$ cat src/rtl/core/utf8_stream_decoder_unit_defines.svh
// Assertion macros shared by the decoder RTL.
// Depends on clk_i and rst_ni being visible at the point of use.
`ifndef UTF8_STREAM_DECODER_UNIT_DEFINES_SVH
`define UTF8_STREAM_DECODER_UNIT_DEFINES_SVH

// Same-cycle implication, disabled during reset.
`define USD_ASSERT_NOW(lbl, ante, cons) \
  lbl: assert property (@(posedge clk_i) disable iff (!rst_ni) (ante) |-> (cons)) \
    else $error("usd: same-cycle check failed");

// Next-cycle implication, disabled during reset.
`define USD_ASSERT_NEXT(lbl, ante, cons) \
  lbl: assert property (@(posedge clk_i) disable iff (!rst_ni) (ante) |=> (cons)) \
    else $error("usd: next-cycle check failed");

`endif

$ cat src/rtl/core/usd_pkg.sv
// Package for the UTF-8 stream decoder: byte classes, constants, command word.
// No dependencies.
package usd_pkg;

  localparam int unsigned CpW = 21;

  localparam logic [CpW-1:0] REPLACEMENT_CP = 21'h00FFFD;
  localparam logic [7:0]     LEAD2_BASE     = 8'hC0;
  localparam logic [7:0]     LEAD3_BASE     = 8'hE0;
  localparam logic [7:0]     LEAD4_BASE     = 8'hF0;
  localparam logic [7:0]     INVALID_BASE   = 8'hF8;
  localparam logic [7:0]     CONT_BASE      = 8'h80;
  localparam logic [5:0]     CONT_MASK      = 6'h3F;

  typedef enum logic [2:0] {
    CLS_ASCII,
    CLS_CONT,
    CLS_LEAD2,
    CLS_LEAD3,
    CLS_LEAD4,
    CLS_INVALID
  } usd_class_e;

  // One decoded byte's worth of results: n_rep replacements, then an optional tail.
  typedef struct packed {
    logic [1:0]     n_rep;
    logic           tail_valid;
    logic [CpW-1:0] tail_cp;
    logic           tail_rep;
  } usd_cmd_t;

  function automatic usd_class_e usd_classify(input logic [7:0] b);
    usd_class_e cls;
    priority if (b < CONT_BASE)    cls = CLS_ASCII;
    else if (b < LEAD2_BASE)       cls = CLS_CONT;
    else if (b < LEAD3_BASE)       cls = CLS_LEAD2;
    else if (b < LEAD4_BASE)       cls = CLS_LEAD3;
    else if (b < INVALID_BASE)     cls = CLS_LEAD4;
    else                           cls = CLS_INVALID;
    return cls;
  endfunction

endpackage

$ cat src/rtl/core/usd_if.sv
// Stream interfaces for the decoder: byte input and code point output.
// Valid/ready handshake; no package dependency.
interface usd_in_if;
  logic       valid;
  logic       ready;
  logic [7:0] in_byte;
  logic       end_of_string;

  modport source (output valid, output in_byte, output end_of_string, input ready);
  modport sink   (input valid, input in_byte, input end_of_string, output ready);
endinterface

interface usd_out_if;
  logic        valid;
  logic        ready;
  logic [20:0] code_point;
  logic        replaced;
  logic        last_of_run;

  modport source (output valid, output code_point, output replaced, output last_of_run,
                  input ready);
  modport sink   (input valid, input code_point, input replaced, input last_of_run,
                  output ready);
endinterface

$ cat src/rtl/core/utf8_stream_decoder_unit.sv
// UTF-8 stream decoder top level: front end, command queue, back end.
// Depends on usd_pkg, usd_if, usd_front, usd_cmd_fifo and usd_back.
//
// Takes one UTF-8 byte per cycle while the command queue (FIFO_DEPTH entries)
// has room, and delivers one code point word per cycle while out_o.ready is
// high. The front end updates the open sequence in the same cycle, so bytes
// may follow back to back. Each byte yields 0 to 4 result words, so a byte
// that breaks a sequence occupies the output for up to 4 words while the
// queue keeps absorbing input. A byte's words pass through the queue and the
// back end's command register. Malformed input gives U+FFFD with replaced
// set; last_of_run marks the final word of a byte.
module utf8_stream_decoder_unit #(
  parameter int unsigned FIFO_DEPTH = 4
) (
  input  logic      clk_i,
  input  logic      rst_ni,
  usd_in_if.sink    in_i,
  usd_out_if.source out_o
);
  import usd_pkg::*;

  logic     push;
  logic     full;
  logic     pop;
  logic     empty;
  usd_cmd_t push_cmd;
  usd_cmd_t pop_cmd;

  // byte classification and sequence tracking
  usd_front u_front (
    .clk_i      (clk_i),
    .rst_ni     (rst_ni),
    .in_i       (in_i),
    .full_i     (full),
    .push_o     (push),
    .push_cmd_o (push_cmd)
  );

  // decoupling queue
  usd_cmd_fifo #(
    .DEPTH (FIFO_DEPTH)
  ) u_fifo (
    .clk_i      (clk_i),
    .rst_ni     (rst_ni),
    .push_i     (push),
    .push_cmd_i (push_cmd),
    .full_o     (full),
    .pop_i      (pop),
    .pop_cmd_o  (pop_cmd),
    .empty_o    (empty)
  );

  // result expansion
  usd_back u_back (
    .clk_i   (clk_i),
    .rst_ni  (rst_ni),
    .cmd_i   (pop_cmd),
    .empty_i (empty),
    .pop_o   (pop),
    .out_o   (out_o)
  );

endmodule

$ cat src/rtl/core/usd_cmd_fifo.sv
// Small command queue between the decoder front and back ends.
// Depends on usd_pkg and the assertion macro header.
`include "utf8_stream_decoder_unit_defines.svh"

module usd_cmd_fifo #(
  parameter int unsigned DEPTH = 4
) (
  input  logic              clk_i,
  input  logic              rst_ni,
  input  logic              push_i,
  input  usd_pkg::usd_cmd_t push_cmd_i,
  output logic              full_o,
  input  logic              pop_i,
  output usd_pkg::usd_cmd_t pop_cmd_o,
  output logic              empty_o
);
  import usd_pkg::*;

  localparam int unsigned PtrW = (DEPTH > 1) ? $clog2(DEPTH) : 1;
  localparam int unsigned CntW = $clog2(DEPTH + 1);
  localparam logic [PtrW-1:0] LastPtr = PtrW'(DEPTH - 1);
  localparam logic [CntW-1:0] FullCnt = CntW'(DEPTH);

  usd_cmd_t        mem_q [DEPTH];
  logic [PtrW-1:0] wr_ptr_q, wr_ptr_d;
  logic [PtrW-1:0] rd_ptr_q, rd_ptr_d;
  logic [CntW-1:0] cnt_q, cnt_d;

  assign full_o    = (cnt_q == FullCnt);
  assign empty_o   = (cnt_q == '0);
  assign pop_cmd_o = mem_q[rd_ptr_q];

  // pointer and fill count update
  always_comb begin
    wr_ptr_d = wr_ptr_q;
    rd_ptr_d = rd_ptr_q;
    cnt_d    = cnt_q;
    if (push_i) begin
      wr_ptr_d = (wr_ptr_q == LastPtr) ? '0 : wr_ptr_q + PtrW'(1);
    end
    if (pop_i) begin
      rd_ptr_d = (rd_ptr_q == LastPtr) ? '0 : rd_ptr_q + PtrW'(1);
    end
    unique case ({push_i, pop_i})
      2'b10:   cnt_d = cnt_q + CntW'(1);
      2'b01:   cnt_d = cnt_q - CntW'(1);
      default: cnt_d = cnt_q;
    endcase
  end

  always_ff @(posedge clk_i or negedge rst_ni) begin
    if (!rst_ni) begin
      wr_ptr_q <= '0;
      rd_ptr_q <= '0;
      cnt_q    <= '0;
    end else begin
      wr_ptr_q <= wr_ptr_d;
      rd_ptr_q <= rd_ptr_d;
      cnt_q    <= cnt_d;
    end
  end

  // storage, no reset
  always_ff @(posedge clk_i) begin
    if (push_i) begin
      mem_q[wr_ptr_q] <= push_cmd_i;
    end
  end

  `USD_ASSERT_NOW(a_no_push_full, push_i, !full_o)
  `USD_ASSERT_NOW(a_no_pop_empty, pop_i, !empty_o)
  `USD_ASSERT_NOW(a_cnt_bound, 1'b1, cnt_q <= FullCnt)

endmodule

$ cat src/rtl/core/usd_front.sv
// Decoder front end: accepts bytes, tracks the open sequence, emits commands.
// Depends on usd_pkg and the usd_in_if interface.
module usd_front (
  input  logic              clk_i,
  input  logic              rst_ni,
  usd_in_if.sink            in_i,
  input  logic              full_i,
  output logic              push_o,
  output usd_pkg::usd_cmd_t push_cmd_o
);
  import usd_pkg::*;

  logic [2:0]     seq_len_q, seq_len_d;
  logic [1:0]     coll_q, coll_d;
  logic [CpW-1:0] part_q, part_d;

  logic           accept;
  usd_class_e     cls;
  usd_cmd_t       cmd;
  logic [1:0]     coll_inc;
  logic [CpW-1:0] part_new;
  logic           do_lead;

  assign in_i.ready = !full_i;
  assign accept     = in_i.valid && in_i.ready;
  assign cls        = usd_classify(in_i.in_byte);
  assign coll_inc   = coll_q + 2'd1;
  assign part_new   = {part_q[CpW-7:0], in_i.in_byte[5:0] & CONT_MASK};

  // classify the byte against the open sequence
  always_comb begin
    cmd       = '0;
    seq_len_d = seq_len_q;
    coll_d    = coll_q;
    part_d    = part_q;
    do_lead   = 1'b0;

    if (seq_len_q != 3'd0) begin
      if (cls == CLS_CONT) begin
        if (({1'b0, coll_inc} + 3'd1) >= seq_len_q) begin
          // sequence complete
          cmd.tail_valid = 1'b1;
          cmd.tail_cp    = part_new;
          cmd.tail_rep   = 1'b0;
          seq_len_d      = 3'd0;
          coll_d         = 2'd0;
          part_d         = '0;
        end else if (in_i.end_of_string) begin
          // string ended inside the sequence
          cmd.n_rep = coll_inc + 2'd1;
          seq_len_d = 3'd0;
          coll_d    = 2'd0;
          part_d    = '0;
        end else begin
          coll_d = coll_inc;
          part_d = part_new;
        end
      end else begin
        // broken sequence: flush, then take the byte as a new lead
        cmd.n_rep = coll_q + 2'd1;
        seq_len_d = 3'd0;
        coll_d    = 2'd0;
        part_d    = '0;
        do_lead   = 1'b1;
      end
    end else begin
      do_lead = 1'b1;
    end

    if (do_lead) begin
      unique case (cls)
        CLS_ASCII: begin
          cmd.tail_valid = 1'b1;
          cmd.tail_cp    = {{(CpW-8){1'b0}}, in_i.in_byte};
          cmd.tail_rep   = 1'b0;
        end
        CLS_LEAD2, CLS_LEAD3, CLS_LEAD4: begin
          if (in_i.end_of_string) begin
            cmd.tail_valid = 1'b1;
            cmd.tail_cp    = REPLACEMENT_CP;
            cmd.tail_rep   = 1'b1;
          end else begin
            coll_d = 2'd0;
            unique case (cls)
              CLS_LEAD2: begin
                seq_len_d = 3'd2;
                part_d    = {{(CpW-5){1'b0}}, in_i.in_byte[4:0]};
              end
              CLS_LEAD3: begin
                seq_len_d = 3'd3;
                part_d    = {{(CpW-4){1'b0}}, in_i.in_byte[3:0]};
              end
              default: begin
                seq_len_d = 3'd4;
                part_d    = {{(CpW-3){1'b0}}, in_i.in_byte[2:0]};
              end
            endcase
          end
        end
        default: begin
          // stray continuation or invalid lead
          cmd.tail_valid = 1'b1;
          cmd.tail_cp    = REPLACEMENT_CP;
          cmd.tail_rep   = 1'b1;
        end
      endcase
    end
  end

  assign push_o     = accept && ((cmd.n_rep != 2'd0) || cmd.tail_valid);
  assign push_cmd_o = cmd;

  always_ff @(posedge clk_i or negedge rst_ni) begin
    if (!rst_ni) begin
      seq_len_q <= 3'd0;
      coll_q    <= 2'd0;
      part_q    <= '0;
    end else if (accept) begin
      seq_len_q <= seq_len_d;
      coll_q    <= coll_d;
      part_q    <= part_d;
    end
  end

endmodule

$ cat src/rtl/core/usd_back.sv
// Decoder back end: expands one command into result words, one per cycle while out_o.ready is high.
// Depends on usd_pkg, usd_out_if and the assertion macro header.
`include "utf8_stream_decoder_unit_defines.svh"

module usd_back (
  input  logic              clk_i,
  input  logic              rst_ni,
  input  usd_pkg::usd_cmd_t cmd_i,
  input  logic              empty_i,
  output logic              pop_o,
  usd_out_if.source         out_o
);
  import usd_pkg::*;

  usd_cmd_t   cmd_q, cmd_d;
  logic [1:0] idx_q, idx_d;
  logic       busy_q, busy_d;

  logic [2:0] total;
  logic       is_last;
  logic       out_fire;
  logic       need_load;

  assign total     = {1'b0, cmd_q.n_rep} + {2'b00, cmd_q.tail_valid};
  assign is_last   = ({1'b0, idx_q} == (total - 3'd1));
  assign out_fire  = busy_q && out_o.ready;
  assign need_load = !busy_q || (out_fire && is_last);
  assign pop_o     = need_load && !empty_i;

  // result word from the held command
  assign out_o.valid       = busy_q;
  assign out_o.code_point  = (idx_q < cmd_q.n_rep) ? REPLACEMENT_CP : cmd_q.tail_cp;
  assign out_o.replaced    = (idx_q < cmd_q.n_rep) ? 1'b1 : cmd_q.tail_rep;
  assign out_o.last_of_run = is_last;

  // load next command or step through the current one
  always_comb begin
    cmd_d  = cmd_q;
    idx_d  = idx_q;
    busy_d = busy_q;
    if (need_load) begin
      busy_d = !empty_i;
      idx_d  = 2'd0;
      if (!empty_i) begin
        cmd_d = cmd_i;
      end
    end else if (out_fire) begin
      idx_d = idx_q + 2'd1;
    end
  end

  always_ff @(posedge clk_i or negedge rst_ni) begin
    if (!rst_ni) begin
      busy_q <= 1'b0;
      idx_q  <= 2'd0;
    end else begin
      busy_q <= busy_d;
      idx_q  <= idx_d;
    end
  end

  always_ff @(posedge clk_i) begin
    cmd_q <= cmd_d;
  end

  `USD_ASSERT_NOW(a_cmd_nonempty, busy_q, total != 3'd0)
  `USD_ASSERT_NOW(a_idx_in_range, busy_q, {1'b0, idx_q} < total)
  `USD_ASSERT_NEXT(a_idle_after_drain, out_fire && is_last && empty_i, !busy_q)

endmodule
$ cat src/flat_wrapper.sv
// flat-port wrapper written by rule: the top's interface ports become plain ports
module utf8_stream_decoder_unit_flat import usd_pkg::*;
#(
  parameter int unsigned FIFO_DEPTH = 4
)
  (clk_i, rst_ni, in_i_valid, in_i_in_byte, in_i_end_of_string, in_i_ready, out_o_valid, out_o_code_point, out_o_replaced, out_o_last_of_run, out_o_ready);
  usd_in_if in_i_i ();
  usd_out_if out_o_i ();
  input  logic clk_i;
  input  logic rst_ni;
  input wire logic [$bits(in_i_i.valid)-1:0] in_i_valid;
  input wire logic [$bits(in_i_i.in_byte)-1:0] in_i_in_byte;
  input wire logic [$bits(in_i_i.end_of_string)-1:0] in_i_end_of_string;
  output wire logic [$bits(in_i_i.ready)-1:0] in_i_ready;
  output wire logic [$bits(out_o_i.valid)-1:0] out_o_valid;
  output wire logic [$bits(out_o_i.code_point)-1:0] out_o_code_point;
  output wire logic [$bits(out_o_i.replaced)-1:0] out_o_replaced;
  output wire logic [$bits(out_o_i.last_of_run)-1:0] out_o_last_of_run;
  input wire logic [$bits(out_o_i.ready)-1:0] out_o_ready;
  assign in_i_i.valid = in_i_valid;
  assign in_i_i.in_byte = in_i_in_byte;
  assign in_i_i.end_of_string = in_i_end_of_string;
  assign in_i_ready = in_i_i.ready;
  assign out_o_valid = out_o_i.valid;
  assign out_o_code_point = out_o_i.code_point;
  assign out_o_replaced = out_o_i.replaced;
  assign out_o_last_of_run = out_o_i.last_of_run;
  assign out_o_i.ready = out_o_ready;
  utf8_stream_decoder_unit #(.FIFO_DEPTH(FIFO_DEPTH)) u_core (.clk_i(clk_i), .rst_ni(rst_ni), .in_i(in_i_i), .out_o(out_o_i));
endmodule
$ cat config.mk
export PLATFORM = sky130hd
export DESIGN_NAME = utf8_stream_decoder_unit_flat
export DESIGN_NICKNAME = d
export VERILOG_FILES = /design/src/rtl/core/usd_pkg.sv /design/src/rtl/core/usd_if.sv /design/src/rtl/core/utf8_stream_decoder_unit.sv /design/src/rtl/core/usd_cmd_fifo.sv /design/src/rtl/core/usd_front.sv /design/src/rtl/core/usd_back.sv /design/src/flat_wrapper.sv
export VERILOG_INCLUDE_DIRS = /design/src /design/src/rtl/core
export SDC_FILE = /design/constraint.sdc
export NUM_CORES = 1
export LEC_CHECK = 0
export BUFFER_PORTS_ARGS = -buffer_cell sky130_fd_sc_hd__buf_2
export CORE_UTILIZATION = 30
export DETAILED_ROUTE_END_ITERATION = 10
export PLACE_DENSITY = 0.42
export SLEW_MARGIN = 40
export SYNTH_ARGS = -nofsm -noshare
export SYNTH_HDL_FRONTEND = slang
export SYNTH_SLANG_ARGS = --single-unit
$ cat constraint.sdc
create_clock -name clk_i -period 3.6 [get_ports clk_i]
set_input_delay 0.72 -clock clk_i [delete_from_list [all_inputs] [get_ports clk_i]]
set_output_delay 0.72 -clock clk_i [all_outputs]
set_load 0.02 [all_outputs]
==> flow_metrics.tcl <==
set metrics [dict create \
    status "finished, final reports clean" \
    hold_buffers 0 \
    clkTransAtPathRegs_ns 0.06 \
    clockBufferDepth 2 \
    coreArea_um2 21020 \
    fillers 1977 \
    period_minus_slack_ns 3.301 \
    tns_ns 0 \
    yosysMostFrequentCell "edfxtp_1" \
    area.growth.synth_to_final_pct 18.95 \
    synth_fp_nets 422 \
    post-route-util_pct 36.39 \
    multiInputGateArea_um2 1800 \
    port_buffers 37 \
    hpwl_um 7943 \
    die_h_um 148.4 \
    ys_warn_count 0 \
    area.sequential_um2 4506 \
    hp-class "primary input to async pin" \
    ys_ff_latch 155 \
    cts_sinks 155 \
    post_cts_resized 0 \
    cts_tree "done" \
    cp_max_fo 7 \
    gp_congestion 0.7302 \
    worst-setup-path-type "flip-flop to flip-flop" \
    synth_top_family_by_area "multiplexers" \
    cts.htree.levels 4 \
    synth-simple-area-share_pct 9.027 \
    skew_ns 0.005800 \
    async_flop_share_pct 19.35 \
    syn-instance-count 395 \
    synth_edf_count 125 \
    grt_util_all_layers_pct 12.53 \
    initial_core_util_pct 30.59 \
    grt_pass1_wl_um 19950 \
    slew_headroom_pct 52.45 \
    finalSetupViolations 0 \
    muxShareOfSynthArea_pct 9.903 \
    cap_violations 0 \
    rr_startpoint "u_core.u_front.coll_q[0]$_DFFE_PN0P_" \
    synth_fa_ha_area_share_pct 2.840 \
    fp.dieW_um 148.4 \
    startpoint_type "flip-flop" \
    synth_area_per_cell_um2 16.28 \
    drt-initial-drc-count 190 \
    powerDensity_nw_per_um2 854.5 \
    end_kind "flip-flop" \
    synth_cell_type_count 47 \
    ys_seq_area_share_pct 70.04 \
    drt-vias-per-instance 4.560 \
    drcViolationCount 0 \
    finalCritPeriodShare_pct 91.70 \
    ant_nets 0 \
    fin_hold_ws_ns 0.3549 \
    clkLatencyLatePin_ns 0.42 \
    drive_gt1_share_pct 30.80 \
    synth_compound_area_share_pct 5.272 \
    cts_setup_buffers 0 \
    die_area_um2 22030 \
    netlist.area_leader.share_pct 58.37 \
    num_vias 3356 \
    cts_made_buffers 17 \
    cp.arrival_ns 3.64 \
    grt-ovfl-total 0 \
    synth_top_cell_by_area "edfxtp_1" \
    first_global_vias 3487 \
    num_rows 53 \
    synthTopCellsByCount "edfxtp_1 (125), nand2_1 (44), dfrtp_1 (30)" \
    rsz0062_at_grt "false" \
    crit_path_start "u_core.u_front.coll_q[0]$_DFFE_PN0P_" \
    netlist_area_um2 6431 \
    final_nets 475 \
    routed_wirelength_um 12670 \
    synth_xor_area_share_pct 0.8171 \
    clockRootBuffer "clkbuf_16" \
    ys.flop_type "edfxtp_1" \
    power.leakage_nw 2.795 \
    boundaryPins 38 \
    dr.pass1.iters 4 \
    slew_violations 0 \
    grt_max_degree 31 \
    wl_per_cell_um 17.22 \
    max_freq_mhz 302.9 \
    tightestPinTransition_ns 0.7059 \
    hold_viol 0 \
    grt_antenna_before_repair 0 \
    ir_worst_vdd_mv 0.3660 \
    ys_top_cells_by_area "edfxtp_1 (58%), dfrtp_1 (12%), mux4_2 (8.8%)" \
    diodes 0 \
    cp.required_ns 3.94 \
]
placed cells by master, fill, tap and decap left out, types with 3 or more instances in the layout:
cell / n
a22o_1: 13
nand2_1: 44
ha_1: 13
buf_12: 4
nand3_1: 6
inv_1: 17
edfxtp_1: 125
and2_2: 5
nor2b_1: 8
o21ai_1: 3
a21oi_1: 4
mux2_2: 3
o21ai_0: 9
bufinv_16: 3
nor2_1: 11
clkbuf_16: 17
dfrtp_1: 29
inv_6: 6
or2_2: 16
xor2_1: 3
and2_1: 7
a21o_1: 4
buf_2: 37
buf_4: 8
xnor2_1: 3
mux4_2: 25
per-layer routing:
| layer | routed length (um) | vias to the layer above | part of all wire (%) | global-route usage, % |
|---|---|---|---|---|
| li1 | - | 1603 | - | - |
| met1 | 5987 | 1677 | 47 | 16.28 |
| met2 | 6000 | 57 | 47 | 20.07 |
| met3 | 435 | 19 | 3.4 | 2.945 |
| met4 | 250 | 0 | 2.0 | 5.309 |
| met5 | 0 | - | 0 | 0 |
area by class of cell:
class                      instances  share of cell area (%)
tap                              275                   4.498
inverter                          17                  0.8342
clock inverter                    15                   2.421
timing repair buffer              49                   4.253
clock buffer                      17                   5.561
sequential                       155                   58.90
multi-input combinational        208                   23.54
sequential cells by signal, summed over array words and instances (netlist names):
register	count
u_core.u_fifo.rd_ptr_q	2
u_core.u_fifo.wr_ptr_q	2
u_core.u_front.seq_len_q	3
u_core.u_fifo.mem_q	100
u_core.u_back.idx_q	2
u_core.u_fifo.cnt_q	3
u_core.u_back.cmd_q	25
u_core.u_front.part_q	15
u_core.u_front.coll_q	2
u_core.u_back.out_o.valid	1
worst paths after layout:
check | to | slack (ns) | cells after the start
worst min register to register | u_core.u_front.coll_q[1]$_DFFE_PN0P_ | 0.50 | 2
worst min-delay path | u_core.u_front.coll_q[0]$_DFFE_PN0P_ | 0.35 | 1
min in group clk_i | u_core.u_front.coll_q[1]$_DFFE_PN0P_ | 0.50 | 2
max in group asynchronous | u_core.u_fifo.rd_ptr_q[0]$_DFFE_PN0P_ | 2.74 | 1
worst max-delay path | u_core.u_fifo.cnt_q[2]$_DFFE_PN0P_ | 0.30 | 16
worst max register to register | u_core.u_fifo.cnt_q[2]$_DFFE_PN0P_ | 0.30 | 16
critical path, cell delays in order, from the launching register on:
cell     delay, ns
dfrtp_1       0.34
inv_1         0.07
ha_1          0.35
xor2_1        0.18
ha_1          0.27
nand2_1       0.09
o21ai_1       0.23
nor4b_1       0.09
o21ai_1       0.28
a21oi_4       0.13
inv_1         0.08
ha_1          0.17
inv_1         0.06
fa_1          0.42
xor2_1        0.15
nor2_1        0.12
xor2_1        0.17
per-stage QoR:
step                std cells  setup WS (ns)  power (mW)  cell area, um2
floorplan                 395         0.1850       4.107            6436
global placement          704         0.3812       4.778            7034
detailed placement        704         0.2036       4.814            7034
CTS                       736         0.1801       6.671            7645
global route              736        0.08865       6.907            7650
finish                    736         0.2989       6.537            7650
power breakdown:
part	internal, mW	total [mW]	switching [mW]
registers	2.50	2.69	0.181
clock network	1.10	1.84	0.738
logic	0.861	2.01	1.15
total	4.47	6.54	2.07
cell families after synthesis:
| group | Yosys count |
|---|---|
| XOR/XNOR | 6 |
| AO/OA/AOI/OAI | 46 |
| flip-flops | 155 |
| buffers and inverters | 32 |
| multiplexers | 31 |
| AND/OR/NAND/NOR | 111 |
| adder cells (fa/ha/maj) | 14 |
No activity file was read; power rests on OpenSTA's default activity.
